[config.mk]
export PLATFORM = sky130hd
export DESIGN_NAME = adc_voltmeter_seven_seg_scan
export DESIGN_NICKNAME = d
export VERILOG_FILES = /design/src/rtl/avm_pkg.sv /design/src/rtl/adc_voltmeter_seven_seg_scan.sv /design/src/rtl/avm_front.sv /design/src/rtl/avm_back.sv
export SDC_FILE = /design/constraint.sdc
export NUM_CORES = 1
export LEC_CHECK = 0
export ABC_AREA = 1
export BUFFER_PORTS_ARGS = -buffer_cell sky130_fd_sc_hd__buf_2
export CAP_MARGIN = 40
export CORE_MARGIN = 4
export CORE_UTILIZATION = 55
export DETAILED_ROUTE_END_ITERATION = 8
export PLACE_DENSITY_LB_ADDON = 0.25
export SYNTH_ARGS = -nofsm -noshare
export SYNTH_HDL_FRONTEND = slang
export SYNTH_SLANG_ARGS = --single-unit
[constraint.sdc]
create_clock -name clk_i -period 6.5 [get_ports clk_i]
set_input_delay 0.65 -clock clk_i [delete_from_list [all_inputs] [get_ports clk_i]]
set_output_delay 0.65 -clock clk_i [all_outputs]
set_load 0.03 [all_outputs]
[src/rtl/avm_pkg.sv]
// Shared types, constants and tables of the seven-segment voltmeter display driver.
`default_nettype none

package avm_pkg;

  localparam int SampleBits        = 10;
  localparam int FullScaleW        = 14;
  localparam int PointW            = 2;
  localparam int SegW              = 8;
  localparam int EnableW           = 4;
  localparam int DigitCountDefault = 4;
  localparam int MaxDigits         = 8;
  localparam int QueueDepth        = 2;
  localparam int CfgIndexW         = 2;
  localparam int CfgDataW          = FullScaleW;

  localparam logic [CfgIndexW-1:0] CfgFullScale  = 2'd0;
  localparam logic [CfgIndexW-1:0] CfgPointDigit = 2'd1;

  localparam logic OpTick = 1'b1;

  localparam logic [FullScaleW-1:0] FullScaleReset = 14'd500;
  localparam logic [PointW-1:0]     PointReset     = 2'd2;

  localparam int ValueW = FullScaleW;
  localparam int ProdW  = SampleBits + FullScaleW;
  localparam int FoldW  = ((FullScaleW > SampleBits) ? FullScaleW : SampleBits) + 1;
  localparam logic [SampleBits-1:0] SampleTop = '1;

  localparam int RecipShift = 2 * ValueW;
  localparam int RecipW     = RecipShift + 1;
  localparam longint unsigned RecipOne = 64'd1 << RecipShift;

  localparam logic [RecipW-1:0] RecipTen [MaxDigits] = '{
    RecipW'(RecipOne),
    RecipW'((RecipOne + 64'd9) / 64'd10),
    RecipW'((RecipOne + 64'd99) / 64'd100),
    RecipW'((RecipOne + 64'd999) / 64'd1000),
    RecipW'((RecipOne + 64'd9999) / 64'd10000),
    RecipW'(0),
    RecipW'(0),
    RecipW'(0)
  };

  localparam logic [SegW-1:0] SegFont [10] = '{
    8'h3F, 8'h06, 8'h5B, 8'h4F, 8'h66, 8'h6D, 8'h7D, 8'h07, 8'h7F, 8'h6F
  };
  localparam logic [SegW-1:0] PointBit = 8'h80;

  typedef enum logic {
    KindSample,
    KindTick
  } kind_e;

  typedef struct packed {
    logic                  opcode;
    logic [SampleBits-1:0] sample;
  } in_item_t;

  typedef struct packed {
    logic [SegW-1:0]    segments;
    logic [EnableW-1:0] digit_enable;
  } out_item_t;

  typedef struct packed {
    kind_e                 kind;
    logic [SampleBits-1:0] sample;
  } q_item_t;

  typedef struct packed {
    logic    valid;
    q_item_t item;
  } q_head_t;

  typedef struct packed {
    logic                 valid;
    logic [CfgIndexW-1:0] index;
    logic [CfgDataW-1:0]  data;
  } cfg_wr_t;

endpackage

`default_nettype wire

[src/rtl/adc_voltmeter_seven_seg_scan.sv]
// Top level of the four-digit seven-segment voltmeter display driver.
// The input channel takes items of two kinds. A sample item carries a converter
// reading, which is scaled by full_scale, split into decimal digits and stored as
// segment patterns; it produces no output item. A tick item produces one output
// item with the pattern and one-hot enable of the current digit, then the scan
// moves on to the next digit. Items flow through a two-entry queue and a three-stage
// pipeline (multiply, constant division, digit split), and a tick's output item is
// registered after the last stage. One item is taken per cycle while the input is not
// stalled; a tick always reflects every sample accepted before it.
// The configuration channel is always ready and should be written only while idle.
// Reset blanks all digits, points the scan at the units digit and loads a full
// scale of 500 with the point on digit 2. When the receiver stalls, the output
// item holds, the pipeline holds behind a waiting tick, and once the queue holds
// two items the input stall rises.
`default_nettype none

module adc_voltmeter_seven_seg_scan import avm_pkg::*; #(
  parameter int DIGIT_COUNT = DigitCountDefault
) (
  input  wire logic                 clk_i,
  input  wire logic                 rst_ni,
  input  wire logic                 in_valid_i,
  output logic                      in_stall_o,
  input  wire in_item_t             in_item_i,
  output logic                      out_valid_o,
  input  wire logic                 out_stall_i,
  output out_item_t                 out_item_o,
  input  wire logic                 cfg_valid_i,
  output logic                      cfg_ready_o,
  input  wire logic [CfgIndexW-1:0] cfg_index_i,
  input  wire logic [CfgDataW-1:0]  cfg_data_i
);

  q_head_t head;
  logic    pop;
  cfg_wr_t cfg_wr;

  assign cfg_ready_o  = 1'b1;
  assign cfg_wr.valid = cfg_valid_i && cfg_ready_o;
  assign cfg_wr.index = cfg_index_i;
  assign cfg_wr.data  = cfg_data_i;

  avm_front u_front (
    .clk_i      (clk_i),
    .rst_ni     (rst_ni),
    .in_valid_i (in_valid_i),
    .in_stall_o (in_stall_o),
    .in_item_i  (in_item_i),
    .pop_i      (pop),
    .head_o     (head)
  );

  avm_back #(
    .DIGIT_COUNT (DIGIT_COUNT)
  ) u_back (
    .clk_i       (clk_i),
    .rst_ni      (rst_ni),
    .head_i      (head),
    .pop_o       (pop),
    .cfg_i       (cfg_wr),
    .out_valid_o (out_valid_o),
    .out_stall_i (out_stall_i),
    .out_item_o  (out_item_o)
  );

endmodule

`default_nettype wire

[src/rtl/avm_front.sv]
// Front end: accepts input items, classifies them and queues them for the back end.
`default_nettype none

module avm_front import avm_pkg::*; (
  input  wire logic     clk_i,
  input  wire logic     rst_ni,
  input  wire logic     in_valid_i,
  output logic          in_stall_o,
  input  wire in_item_t in_item_i,
  input  wire logic     pop_i,
  output q_head_t       head_o
);

  localparam int PtrW = (QueueDepth > 1) ? $clog2(QueueDepth) : 1;
  localparam int CntW = $clog2(QueueDepth + 1);

  q_item_t         mem_q [QueueDepth];
  q_item_t         entry;
  logic [PtrW-1:0] wr_ptr_q, wr_ptr_d;
  logic [PtrW-1:0] rd_ptr_q, rd_ptr_d;
  logic [CntW-1:0] count_q, count_d;
  logic            push;

  assign in_stall_o = (count_q == CntW'(QueueDepth));
  assign push       = in_valid_i && !in_stall_o;

  always_comb begin
    entry.kind   = (in_item_i.opcode == OpTick) ? KindTick : KindSample;
    entry.sample = in_item_i.sample;
  end

  always_comb begin
    wr_ptr_d = wr_ptr_q;
    rd_ptr_d = rd_ptr_q;
    count_d  = count_q;
    if (push) begin
      wr_ptr_d = (wr_ptr_q == PtrW'(QueueDepth - 1)) ? '0 : wr_ptr_q + 1'b1;
    end
    if (pop_i) begin
      rd_ptr_d = (rd_ptr_q == PtrW'(QueueDepth - 1)) ? '0 : rd_ptr_q + 1'b1;
    end
    if (push && !pop_i) begin
      count_d = count_q + 1'b1;
    end else if (pop_i && !push) begin
      count_d = count_q - 1'b1;
    end
  end

  always_ff @(posedge clk_i or negedge rst_ni) begin
    if (!rst_ni) begin
      wr_ptr_q <= '0;
      rd_ptr_q <= '0;
      count_q  <= '0;
    end else begin
      wr_ptr_q <= wr_ptr_d;
      rd_ptr_q <= rd_ptr_d;
      count_q  <= count_d;
    end
  end

  always_ff @(posedge clk_i) begin
    if (push) begin
      mem_q[wr_ptr_q] <= entry;
    end
  end

  assign head_o.valid = (count_q != '0);
  assign head_o.item  = mem_q[rd_ptr_q];

`ifndef NO_ASSERTIONS
  a_count_bound: assert property (@(posedge clk_i) disable iff (!rst_ni)
    count_q <= CntW'(QueueDepth))
    else $error("Queue count exceeds its depth.");

  a_pop_nonempty: assert property (@(posedge clk_i) disable iff (!rst_ni)
    pop_i |-> count_q != '0)
    else $error("Queue popped while empty.");
`endif

endmodule

`default_nettype wire

[src/rtl/avm_back.sv]
// Back end: scales samples, splits them into digit patterns and scans the display.
`default_nettype none

module avm_back import avm_pkg::*; #(
  parameter int DIGIT_COUNT = DigitCountDefault
) (
  input  wire logic    clk_i,
  input  wire logic    rst_ni,
  input  wire q_head_t head_i,
  output logic         pop_o,
  input  wire cfg_wr_t cfg_i,
  output logic         out_valid_o,
  input  wire logic    out_stall_i,
  output out_item_t    out_item_o
);

  localparam int PosW = (DIGIT_COUNT > 1) ? $clog2(DIGIT_COUNT) : 1;
  localparam int QpW  = ValueW + RecipW;

  logic [FullScaleW-1:0] full_scale_q;
  logic [PointW-1:0]     point_q;

  logic                  advance;

  logic                  s1_valid_q;
  kind_e                 s1_kind_q;
  logic [ProdW-1:0]      s1_prod_q;

  logic                  s2_valid_q;
  kind_e                 s2_kind_q;
  logic [ValueW-1:0]     s2_value_q;

  logic                  s3_valid_q;
  kind_e                 s3_kind_q;
  logic [ValueW-1:0]     s3_quo_q [DIGIT_COUNT];

  logic [ValueW-1:0]     hi1;
  logic [SampleBits-1:0] lo1;
  logic [FoldW-1:0]      fold1;
  logic [FoldW-SampleBits-1:0] hi2;
  logic [SampleBits:0]   fold2;
  logic                  carry;
  logic [ValueW-1:0]     value;

  logic [QpW-1:0]        qprod [DIGIT_COUNT];
  logic [ValueW-1:0]     quo   [DIGIT_COUNT];
  logic [SegW-1:0]       new_pat [DIGIT_COUNT];

  logic [SegW-1:0]       pat_q [DIGIT_COUNT];
  logic [PosW-1:0]       scan_q;
  logic                  out_valid_q;
  out_item_t             out_item_q;
  logic [EnableW-1:0]    enable;
  logic                  tick_fire;
  logic                  sample_fire;

  assign advance     = !(s3_valid_q && (s3_kind_q == KindTick) && out_valid_q && out_stall_i);
  assign pop_o       = head_i.valid && advance;
  assign tick_fire   = advance && s3_valid_q && (s3_kind_q == KindTick);
  assign sample_fire = advance && s3_valid_q && (s3_kind_q == KindSample);

  always_ff @(posedge clk_i or negedge rst_ni) begin
    if (!rst_ni) begin
      full_scale_q <= FullScaleReset;
      point_q      <= PointReset;
    end else if (cfg_i.valid) begin
      unique case (cfg_i.index)
        CfgFullScale:  full_scale_q <= cfg_i.data;
        CfgPointDigit: point_q      <= cfg_i.data[PointW-1:0];
        default: begin
        end
      endcase
    end
  end

  // Division by 2^N-1 folds the high part back onto the low part twice.
  always_comb begin
    hi1   = s1_prod_q[ProdW-1:SampleBits];
    lo1   = s1_prod_q[SampleBits-1:0];
    fold1 = FoldW'(hi1) + FoldW'(lo1);
    hi2   = fold1[FoldW-1:SampleBits];
    fold2 = (SampleBits+1)'(hi2) + (SampleBits+1)'(fold1[SampleBits-1:0]);
    carry = (fold2 >= (SampleBits+1)'(SampleTop));
    value = hi1 + ValueW'(hi2) + ValueW'(carry);
  end

  for (genvar g = 0; g < DIGIT_COUNT; g++) begin : g_quo
    assign qprod[g] = QpW'(s2_value_q) * QpW'(RecipTen[g]);
    assign quo[g]   = qprod[g][RecipShift +: ValueW];
  end

  for (genvar g = 0; g < DIGIT_COUNT; g++) begin : g_pat
    logic [SegW-1:0] font;
    if (g < DIGIT_COUNT - 1) begin : g_low
      logic [ValueW-1:0] diff;
      assign diff = s3_quo_q[g] - (s3_quo_q[g+1] << 3) - (s3_quo_q[g+1] << 1);
      assign font = SegFont[diff[3:0]];
    end else begin : g_top
      assign font = (s3_quo_q[g] <= ValueW'(9)) ? SegFont[s3_quo_q[g][3:0]] : '0;
    end
    assign new_pat[g] = ((32'(point_q) == g) ? PointBit : '0) | font;
  end

  always_comb begin
    for (int b = 0; b < EnableW; b++) begin
      enable[b] = (32'(scan_q) == b);
    end
  end

  always_ff @(posedge clk_i or negedge rst_ni) begin
    if (!rst_ni) begin
      s1_valid_q <= 1'b0;
      s2_valid_q <= 1'b0;
      s3_valid_q <= 1'b0;
    end else if (advance) begin
      s1_valid_q <= pop_o;
      s2_valid_q <= s1_valid_q;
      s3_valid_q <= s2_valid_q;
    end
  end

  always_ff @(posedge clk_i) begin
    if (advance) begin
      s1_kind_q  <= head_i.item.kind;
      s1_prod_q  <= ProdW'(head_i.item.sample) * ProdW'(full_scale_q);
      s2_kind_q  <= s1_kind_q;
      s2_value_q <= value;
      s3_kind_q  <= s2_kind_q;
      s3_quo_q   <= quo;
    end
  end

  always_ff @(posedge clk_i or negedge rst_ni) begin
    if (!rst_ni) begin
      for (int i = 0; i < DIGIT_COUNT; i++) begin
        pat_q[i] <= '0;
      end
      scan_q      <= '0;
      out_valid_q <= 1'b0;
    end else begin
      if (sample_fire) begin
        pat_q <= new_pat;
      end
      if (tick_fire) begin
        scan_q      <= (scan_q == PosW'(DIGIT_COUNT - 1)) ? '0 : scan_q + 1'b1;
        out_valid_q <= 1'b1;
      end else if (!out_stall_i) begin
        out_valid_q <= 1'b0;
      end
    end
  end

  always_ff @(posedge clk_i) begin
    if (tick_fire) begin
      out_item_q.segments     <= pat_q[scan_q];
      out_item_q.digit_enable <= enable;
    end
  end

  assign out_valid_o = out_valid_q;
  assign out_item_o  = out_item_q;

`ifndef NO_ASSERTIONS
  a_scan_range: assert property (@(posedge clk_i) disable iff (!rst_ni)
    32'(scan_q) < DIGIT_COUNT)
    else $error("Scan position beyond the last digit.");

  a_tick_held: assert property (@(posedge clk_i) disable iff (!rst_ni)
    (s3_valid_q && (s3_kind_q == KindTick) && out_valid_q && out_stall_i)
      |=> (s3_valid_q && (s3_kind_q == KindTick)))
    else $error("A waiting tick item left the last stage.");

  a_enable_onehot: assert property (@(posedge clk_i) disable iff (!rst_ni)
    out_valid_q |-> $onehot0(out_item_q.digit_enable))
    else $error("Digit enable has more than one bit set.");
`endif

endmodule

`default_nettype wire
==> flow_summary.json, run 1 <==
{
  "tritoncts": "done",
  "finalClockSkew_ns": 0.0184,
  "synth_edf_count": 92,
  "path_class": "flop to flop",
  "max_freq_mhz": 165,
  "relSlewSlack": 0.455,
  "critPathBufInv": 3,
  "gr-total-overflow": 0,
  "cp_slowest_cell": "fa_1",
  "drive_gt1_frac": 0.0687,
  "drt_iter0_markers": 991,
  "core_mm2": 0.0386,
  "rsz0062_at_grt": "no",
  "whs_ns": 0.342,
  "globalplace.congestion": 0.929,
  "hold_viol_final": 0,
  "vias_per_cell": 5.39,
  "die_h_um": 205,
  "cts_buffers": 17,
  "fin_ws_ns": 0.456,
  "synth_warnings": 0,
  "ys_async_sr_fraction": 0.387,
  "grt_pass1_wl_mm": 82.0,
  "startpoint_type": "flop",
  "worst_pin_slew_ns": 0.817,
  "pre_cts_slack_ns": 0.349,
  "grt_antenna_before_repair": 1,
  "cts_max_level": 4,
  "slowest_delay_ns": 0.54,
  "area_growth_pct": 7.20,
  "synth_largest_area_cell": "fa_1",
  "required_ns": 6.69,
  "ys_seq_elements": 150,
  "status": "complete, no violations",
  "ant_nets": 0,
  "cp_common_cell": "fa_1",
  "clk-insertion-delay-late_ns": 0.45,
  "grt_usage": 0.246,
  "mostFrequentLayoutCells": "inv_1 (480), ha_1 (389), nand2_1 (309)",
  "fin_crit_ns": 6.04,
  "grt_max_degree": 61,
  "vias": 15600,
  "port_buffers": 45,
  "crit_fanout": 12,
  "drt-wirelength-per-cell_um": 17.1,
  "critical_path.top_delay_family": "adder cells",
  "numClockSinks": 150,
  "post-dp-hpwl_mm": 42.0,
  "syn_area_mm2": 0.0214,
  "critPathArrivalTime_ns": 6.24,
  "final_common_cell": "inv_1",
  "yosys.cell_types.count": 55,
  "synth_nets": 2994,
  "cts_hold_buf": 0,
  "path_cells": "inv_1 > or2_2 > nand2_1 > inv_1 > nand2_1 > fa_1 > fa_1 > inv_1 > fa_1 > fa_1 > fa_1 > ha_1 > nand2_1 > or2_0 > nand3_2 > a21boi_1 > or2_1 > nand2_1 > a21oi_1 > o21ai_0 > xor2_1",
  "layout.nets": 3058,
  "num_antenna_cells": 0,
  "rows": 72,
  "first_pass_iters": 5,
  "cts-root-buf": "clkbuf_16",
  "syn-mean-instance-area_um2": 9.32,
  "pin_count": 47,
  "synthCells": 2297,
  "synthFlopType": "edfxtp_1",
  "end_kind": "flop",
  "finalSetupViolations": 0,
  "seq_area_frac_synth": 0.197,
  "synth_top_area_share": 0.258,
  "cts_max_path_buffers": 2,
  "period_share": 0.930,
  "grt_pass1_vias": 16400,
  "setup_tns_ns": 0,
  "max-cap-violations": 0,
  "final_max_slew_viol_count": 0,
  "dieWidth_um": 205,
  "start_util": 0.555,
  "wirelength_mm": 49.5,
  "yosys-top-cells-area": "fa_1 (26%), ha_1 (23%), edfxtp_1 (13%)",
  "cts.reportedPaths.clkPinSlew_ns": 0.07,
  "drc": 0,
  "worstHoldPathType": "input pin to async pin",
  "die_area_mm2": 0.0421
}
==> Yosys cell counts, types with 3 or more instances <==
cell type  instances
nor3_1             6
o31ai_1            5
o211ai_1           6
dfrtp_1           51
nand2_4            4
or2_2             26
o21ai_0           85
nor2_1           178
ha_1             389
nand2_2            5
buf_1              5
dfstp_2            7
nand3b_1           5
a21o_1             8
a31oi_1            9
edfxtp_1          92
a21oi_1          108
nand4_1           15
o311ai_0           4
o22ai_1           18
clkbuf_1          23
xnor2_1           23
nor4_1             6
nand3_2            3
nand2_1          309
a21boi_0           3
a211oi_1           5
xor2_1            55
nand3_1           58
fa_1             276
inv_1            482
==> kinds of logic after synthesis <==
| kind of cell | count (synthesis) | share of synthesized area |
|---|---|---|
| AND/OR/NAND/NOR | 623 | 0.124 |
| adder cells (fa/ha/maj) | 665 | 0.485 |
| AO/OA/AOI/OAI | 264 | 0.0698 |
| multiplexers | 1 | 0.000468 |
| other | 1 | 0.000175 |
| buffers and inverters | 515 | 0.0908 |
| XOR/XNOR | 78 | 0.0319 |
| flip-flops | 150 | 0.197 |
==> per-stage QoR <==
step | util | instance area (µm²) | instances
6_report | 0.595 | 22900 | 2892
5_1_grt | 0.595 | 22900 | 2892
2_1_floorplan | - | 21400 | 2297
3_5_place_dp | 0.580 | 22400 | 2858
4_1_cts | 0.594 | 22900 | 2890
3_3_place_gp | 0.579 | 22300 | 2853
==> flip-flops by register name (all words and copies together) (netlist names), 12 cells and up <==
signal,count
u_back.s3_quo_q,17
u_back.out_item_o,12
u_back.s1_prod_q,24
u_back.s2_value_q,14
u_front.mem_q,22
u_back.pat_q,32
u_back.full_scale_q,14
==> final cells by class <==
cell class | instances | area (µm²)
clock buffer | 19 | 443
clock inverter | 13 | 115
fill | 3341 | 15600
inverter | 485 | 1820
multi-input combinational | 1632 | 15200
sequential | 150 | 4220
tap | 518 | 648
timing repair buffer | 75 | 453
==> worst register-to-register path: cells and delay by family (launching register included) <==
family | cells | cell delay [ns]
AO/OA/AOI/OAI | 3 | 0.62
flip-flops | 1 | 0.48
adder cells (fa/ha/maj) | 6 | 2.95
XOR/XNOR | 1 | 0.16
AND/OR/NAND/NOR | 8 | 0.97
buffers and inverters | 3 | 0.62
==> metal layers <==
metal | track usage | share of wire
met5 | 0 | 0.00026
met4 | 0.0835 | 0.034
met3 | 0.0366 | 0.045
met2 | 0.431 | 0.51
met1 | 0.313 | 0.41
==> repair_timing <==
action	CTS	global route
gates resized for setup	0	2
buffers inserted	0	1
setup endpoints to repair	0	2
==> worst paths after layout <==
kind	startpoint	endpoint	slack, ns	depth (start not counted)
min reg2reg	u_back.s1_kind_q	u_back.s2_kind_q	0.43	0
min in group clk_i	in_item_i[0]	u_front.mem_q[0][0]	0.39	1
max	u_front.rd_ptr_q	u_back.s1_prod_q[20]	0.46	21
min	rst_ni	u_back.pat_q[25]	0.34	2
max in group asynchronous	rst_ni	u_front.rd_ptr_q	5.62	2
max reg2reg	u_front.rd_ptr_q	u_back.s1_prod_q[20]	0.46	21
Power of run 1 is left out: the tool's default activity adds up to more than one toggle a clock period on the data nets, which glitch-free logic cannot reach.
==> inputs of run 2 (changes only) <==
--- a/config.mk
+++ b/config.mk
@@ -11,7 +11,7 @@
 export CORE_MARGIN = 4
 export CORE_UTILIZATION = 55
 export DETAILED_ROUTE_END_ITERATION = 8
-export PLACE_DENSITY_LB_ADDON = 0.25
+export PLACE_DENSITY = 0.76
 export SYNTH_ARGS = -nofsm -noshare
 export SYNTH_HDL_FRONTEND = slang
 export SYNTH_SLANG_ARGS = --single-unit
==> run 2 against run 1 <==
Wire length decreased by 0.71%. Die area did not move. Fmax fell by 0.69%. Global-route usage fell by 0.41 points. Core utilization shrank 0.058 points. Largest cell class unchanged. Hold slack better by 0.024 ns. Sequential share of layout area about the same. Final area about the same.
==> flow_summary.json, run 2 (synthesized netlist as in run 1, its figures left out) <==
{
  "fin_ws_ns": 0.414,
  "globalplace.congestion": 0.953,
  "reg2regPathDepth": 21,
  "crit_fanout": 12,
  "worst_pin_slew_ns": 0.796,
  "startpoint_type": "flop",
  "vias_per_cell": 5.50,
  "cts_max_level": 4,
  "die_h_um": 205,
  "area_growth_pct": 7.09,
  "cts.reportedPaths.clkPinSlew_ns": 0.07,
  "vias": 15900,
  "finalSetupViolations": 0,
  "post-dp-hpwl_mm": 41.2,
  "die_area_mm2": 0.0421,
  "r2r_slack_ns": 0.41,
  "max-cap-violations": 0,
  "first_pass_iters": 5,
  "whs_ns": 0.366,
  "final_max_slew_viol_count": 0,
  "path_class": "flop to flop",
  "cts-root-buf": "clkbuf_16",
  "gr-total-overflow": 0,
  "required_ns": 6.67,
  "tritoncts": "done",
  "final_common_cell": "inv_1",
  "drt-wirelength-per-cell_um": 17.0,
  "drc": 0,
  "dieWidth_um": 205,
  "cts_buffers": 17,
  "grt_pass1_wl_mm": 82.0,
  "largest_register_ffs": 32,
  "critPathArrivalTime_ns": 6.25,
  "fin_crit_ns": 6.09,
  "pin_count": 47,
  "layout.nets": 3054,
  "top_register": "u_back.pat_q",
  "period_share": 0.936,
  "relSlewSlack": 0.469,
  "hold_viol_final": 0,
  "r2r_start": "u_front.rd_ptr_q",
  "ant_nets": 0,
  "core_mm2": 0.0386,
  "postCtsSetupRepairBufs": 0,
  "numClockSinks": 150,
  "fin_util": 0.595,
  "port_buffers": 45,
  "worstHoldPathType": "input pin to async pin",
  "drive_gt1_frac": 0.0662,
  "cts_max_path_buffers": 2,
  "end_kind": "flop",
  "grt_pass1_vias": 17000,
  "rsz0062_at_grt": "no",
  "drt_iter0_markers": 1242,
  "grt_antenna_before_repair": 1,
  "wirelength_mm": 49.2,
  "finalClockSkew_ns": 0.0166,
  "start_util": 0.555,
  "num_antenna_cells": 0,
  "reg_top3": "u_back.pat_q (32), u_back.s1_prod_q (24), u_front.mem_q (22)",
  "cts_hold_buf": 0,
  "mostFrequentLayoutCells": "inv_1 (481), ha_1 (389), nand2_1 (309)",
  "clk-insertion-delay-late_ns": 0.43,
  "setup_tns_ns": 0,
  "r2r-end": "u_back.s1_prod_q[22]",
  "grt_max_degree": 60,
  "grt_usage": 0.242,
  "rows": 72,
  "max_freq_mhz": 164,
  "pre_cts_slack_ns": 0.335,
  "status": "complete, no violations"
}
## run 2: repair_timing
item,CTS,global route
endpoints found under the setup margin,0,3
hold endpoints to repair,0,0
resized for setup,0,2
## run 2: area by class of cell
type / instances / area (µm²)
Clock buffer: 18 / 429
Sequential cell: 150 / 4220
Tap cell: 518 / 648
Multi-Input combinational cell: 1632 / 15200
Inverter: 485 / 1820
Fill cell: 3244 / 15600
Clock inverter: 14 / 135
Timing Repair Buffer: 71 / 425
## run 2: layer usage
layer	part of all wire	wire length (µm)	global-route usage
met4	0.038	1850	0.0895
met3	0.056	2760	0.0460
met5	0.00026	13	0
met2	0.50	24600	0.417
met1	0.41	19900	0.305
## run 2: worst max path at each step
stage,slack [ns],startpoint,cells after the start,to
floorplan,0.89,u_front.rd_ptr_q,23,u_back.s1_prod_q[22]
global placement,0.43,u_front.rd_ptr_q,21,u_back.s1_prod_q[22]
detailed placement,0.33,u_front.rd_ptr_q,21,u_back.s1_prod_q[23]
CTS,0.30,u_front.rd_ptr_q,21,u_back.s1_prod_q[23]
global route,0.009,u_front.rd_ptr_q,22,u_back.s1_prod_q[23]
finish,0.41,u_front.rd_ptr_q,21,u_back.s1_prod_q[22]
## run 2: worst max-delay path, cell delays in order, from the launching register on
cell	delay (ns)
dfrtp_1	0.53
inv_1	0.23
or2_2	0.32
nand2_1	0.15
inv_1	0.21
nand2_1	0.14
fa_1	0.45
fa_1	0.56
inv_1	0.06
fa_1	0.50
fa_1	0.51
fa_1	0.49
ha_1	0.37
nand2_1	0.11
or2_0	0.14
nand3_2	0.09
a21boi_1	0.21
or2_1	0.15
nand2_1	0.09
a21oi_2	0.23
o21ai_0	0.12
xor2_1	0.15
## run 2: per-stage QoR
step | cell area, µm² | std cells
global placement | 22300 | 2851
global route | 22900 | 2888
floorplan | 21400 | 2297
detailed placement | 22400 | 2856
finish | 22900 | 2888
CTS | 22900 | 2888
Power of run 2 is left out for the same reason.
==> inputs of run 3 (changes only) <==
--- a/config.mk
+++ b/config.mk
@@ -10,6 +10,7 @@
 export CAP_MARGIN = 40
 export CORE_MARGIN = 4
 export CORE_UTILIZATION = 55
+export CTS_BUF_LIST = sky130_fd_sc_hd__clkbuf_4
 export DETAILED_ROUTE_END_ITERATION = 8
 export PLACE_DENSITY = 0.76
 export SYNTH_ARGS = -nofsm -noshare
==> run 3 against run 2 <==
Final cell count about the same. Via count decreased by 0.38%. Non-clock buffer count unchanged. Clock skew rose by 0.025 ns. Flip-flop and latch count is the same.
==> flow_summary.json, run 3 (synthesized netlist as in run 1, its figures left out) <==
{
  "worst_pin_slew_ns": 0.789,
  "critPathArrivalTime_ns": 6.44,
  "grt_pass1_wl_mm": 81.2,
  "rows": 72,
  "start_util": 0.555,
  "fin_crit_ns": 6.10,
  "tritoncts": "done",
  "r2r_start": "u_front.rd_ptr_q",
  "layout.nets": 3054,
  "largest_register_ffs": 32,
  "crit_fanout": 12,
  "cts-root-buf": "clkbuf_4",
  "cts_max_path_buffers": 2,
  "period_share": 0.939,
  "vias_per_cell": 5.48,
  "whs_ns": 0.174,
  "relSlewSlack": 0.474,
  "die_h_um": 205,
  "cts_resized": 0,
  "top_register": "u_back.pat_q",
  "rsz0062_at_grt": "no",
  "gr-total-overflow": 0,
  "hold_viol_final": 0,
  "drt-wirelength-per-cell_um": 16.9,
  "wirelength_mm": 48.7,
  "vias": 15800,
  "critPathBufInv": 3,
  "pin_count": 47,
  "status": "complete, no violations",
  "required_ns": 6.84,
  "grt_usage": 0.240,
  "clk-insertion-delay-late_ns": 0.61,
  "path_class": "flop to flop",
  "cp_common_cell": "fa_1",
  "mostFrequentLayoutCells": "inv_1 (481), ha_1 (389), nand2_1 (309)",
  "path_cells": "inv_1 > or2_2 > nand2_1 > inv_1 > nand2_1 > fa_1 > fa_1 > inv_1 > fa_1 > fa_1 > fa_1 > ha_1 > nand2_1 > or2_0 > nand3_2 > a21boi_1 > or2_1 > nand2_1 > a21oi_1 > o21ai_0 > xor2_1",
  "core_mm2": 0.0386,
  "dieWidth_um": 205,
  "grt_pass1_vias": 16800,
  "startpoint": "u_front.rd_ptr_q",
  "critical_path.top_delay_family": "adder cells",
  "first_pass_iters": 6,
  "port_buffers": 45,
  "numClockSinks": 150,
  "startpoint_type": "flop",
  "max_freq_mhz": 164,
  "slowest_delay_ns": 0.55,
  "end_kind": "flop",
  "cts_max_level": 4,
  "finalSetupViolations": 0,
  "grt_antenna_before_repair": 2,
  "setup_tns_ns": 0,
  "final_max_slew_viol_count": 0,
  "globalplace.congestion": 0.953,
  "ant_nets": 0,
  "worstHoldPathType": "input pin to async pin",
  "max-cap-violations": 0,
  "reg_top3": "u_back.pat_q (32), u_back.s1_prod_q (24), u_front.mem_q (22)",
  "finalClockSkew_ns": 0.0416,
  "postCtsSetupRepairBufs": 0,
  "area_growth_pct": 5.72,
  "cts.reportedPaths.clkPinSlew_ns": 0.14,
  "cts_hold_buf": 0,
  "grt_max_degree": 60,
  "cts_buffers": 17,
  "drc": 0,
  "drt_iter0_markers": 1179,
  "final_common_cell": "inv_1",
  "post-dp-hpwl_mm": 41.2,
  "drive_gt1_frac": 0.0667,
  "die_area_mm2": 0.0421,
  "cp_slowest_cell": "fa_1"
}
[run 3: changes by cell type in the layout (fill, tap and decap cells not counted), sizes merged]
cell / before / now
diode: 0 / 1
[run 3: through the flow]
stage                util  instances  cell area [µm²]  setup slack, ns
global route        0.587       2889            22600           0.0455
floorplan               -       2297            21400            0.894
CTS                 0.587       2888            22600            0.298
global placement    0.579       2851            22300            0.432
finish              0.587       2889            22600            0.395
detailed placement  0.580       2856            22400            0.335
[run 3: area by class of cell]
cell class,count,area (µm²)
fill,3305,15900
multi-input combinational,1632,15200
sequential,150,4220
inverter,485,1820
tap,518,648
timing repair buffer,71,425
clock buffer,18,135
clock inverter,14,135
antenna,1,2.50
[run 3: routing by layer]
metal,GRT usage,routed length (µm)
met2,0.411,24200
met4,0.0868,1780
met5,0,13
met1,0.301,19600
met3,0.0495,3100
[run 3: worst paths after layout]
kind,endpoint,slack [ns],cells after the start
max,u_back.s1_prod_q[22],0.40,21
min,u_back.scan_q[0],0.17,2
max reg2reg,u_back.s1_prod_q[22],0.40,21
min reg2reg,u_back.s2_kind_q,0.44,0
max in group asynchronous,u_front.rd_ptr_q,5.75,2
min in group clk_i,u_front.mem_q[1][10],0.24,1
[run 3: worst register-to-register path, cell delays in order (launching register included)]
cell and delay [ns]:
dfrtp_2 0.49, inv_1 0.25, or2_2 0.16, nand2_1 0.11, inv_1 0.31, nand2_1 0.14, fa_1 0.52, fa_1 0.55
inv_1 0.07, fa_1 0.50, fa_1 0.51, fa_1 0.49, ha_1 0.37, nand2_1 0.12, or2_0 0.14, nand3_2 0.09
a21boi_1 0.21, or2_1 0.15, nand2_1 0.08, a21oi_1 0.31, o21ai_0 0.15, xor2_1 0.15
Power of run 3 is left out for the same reason.
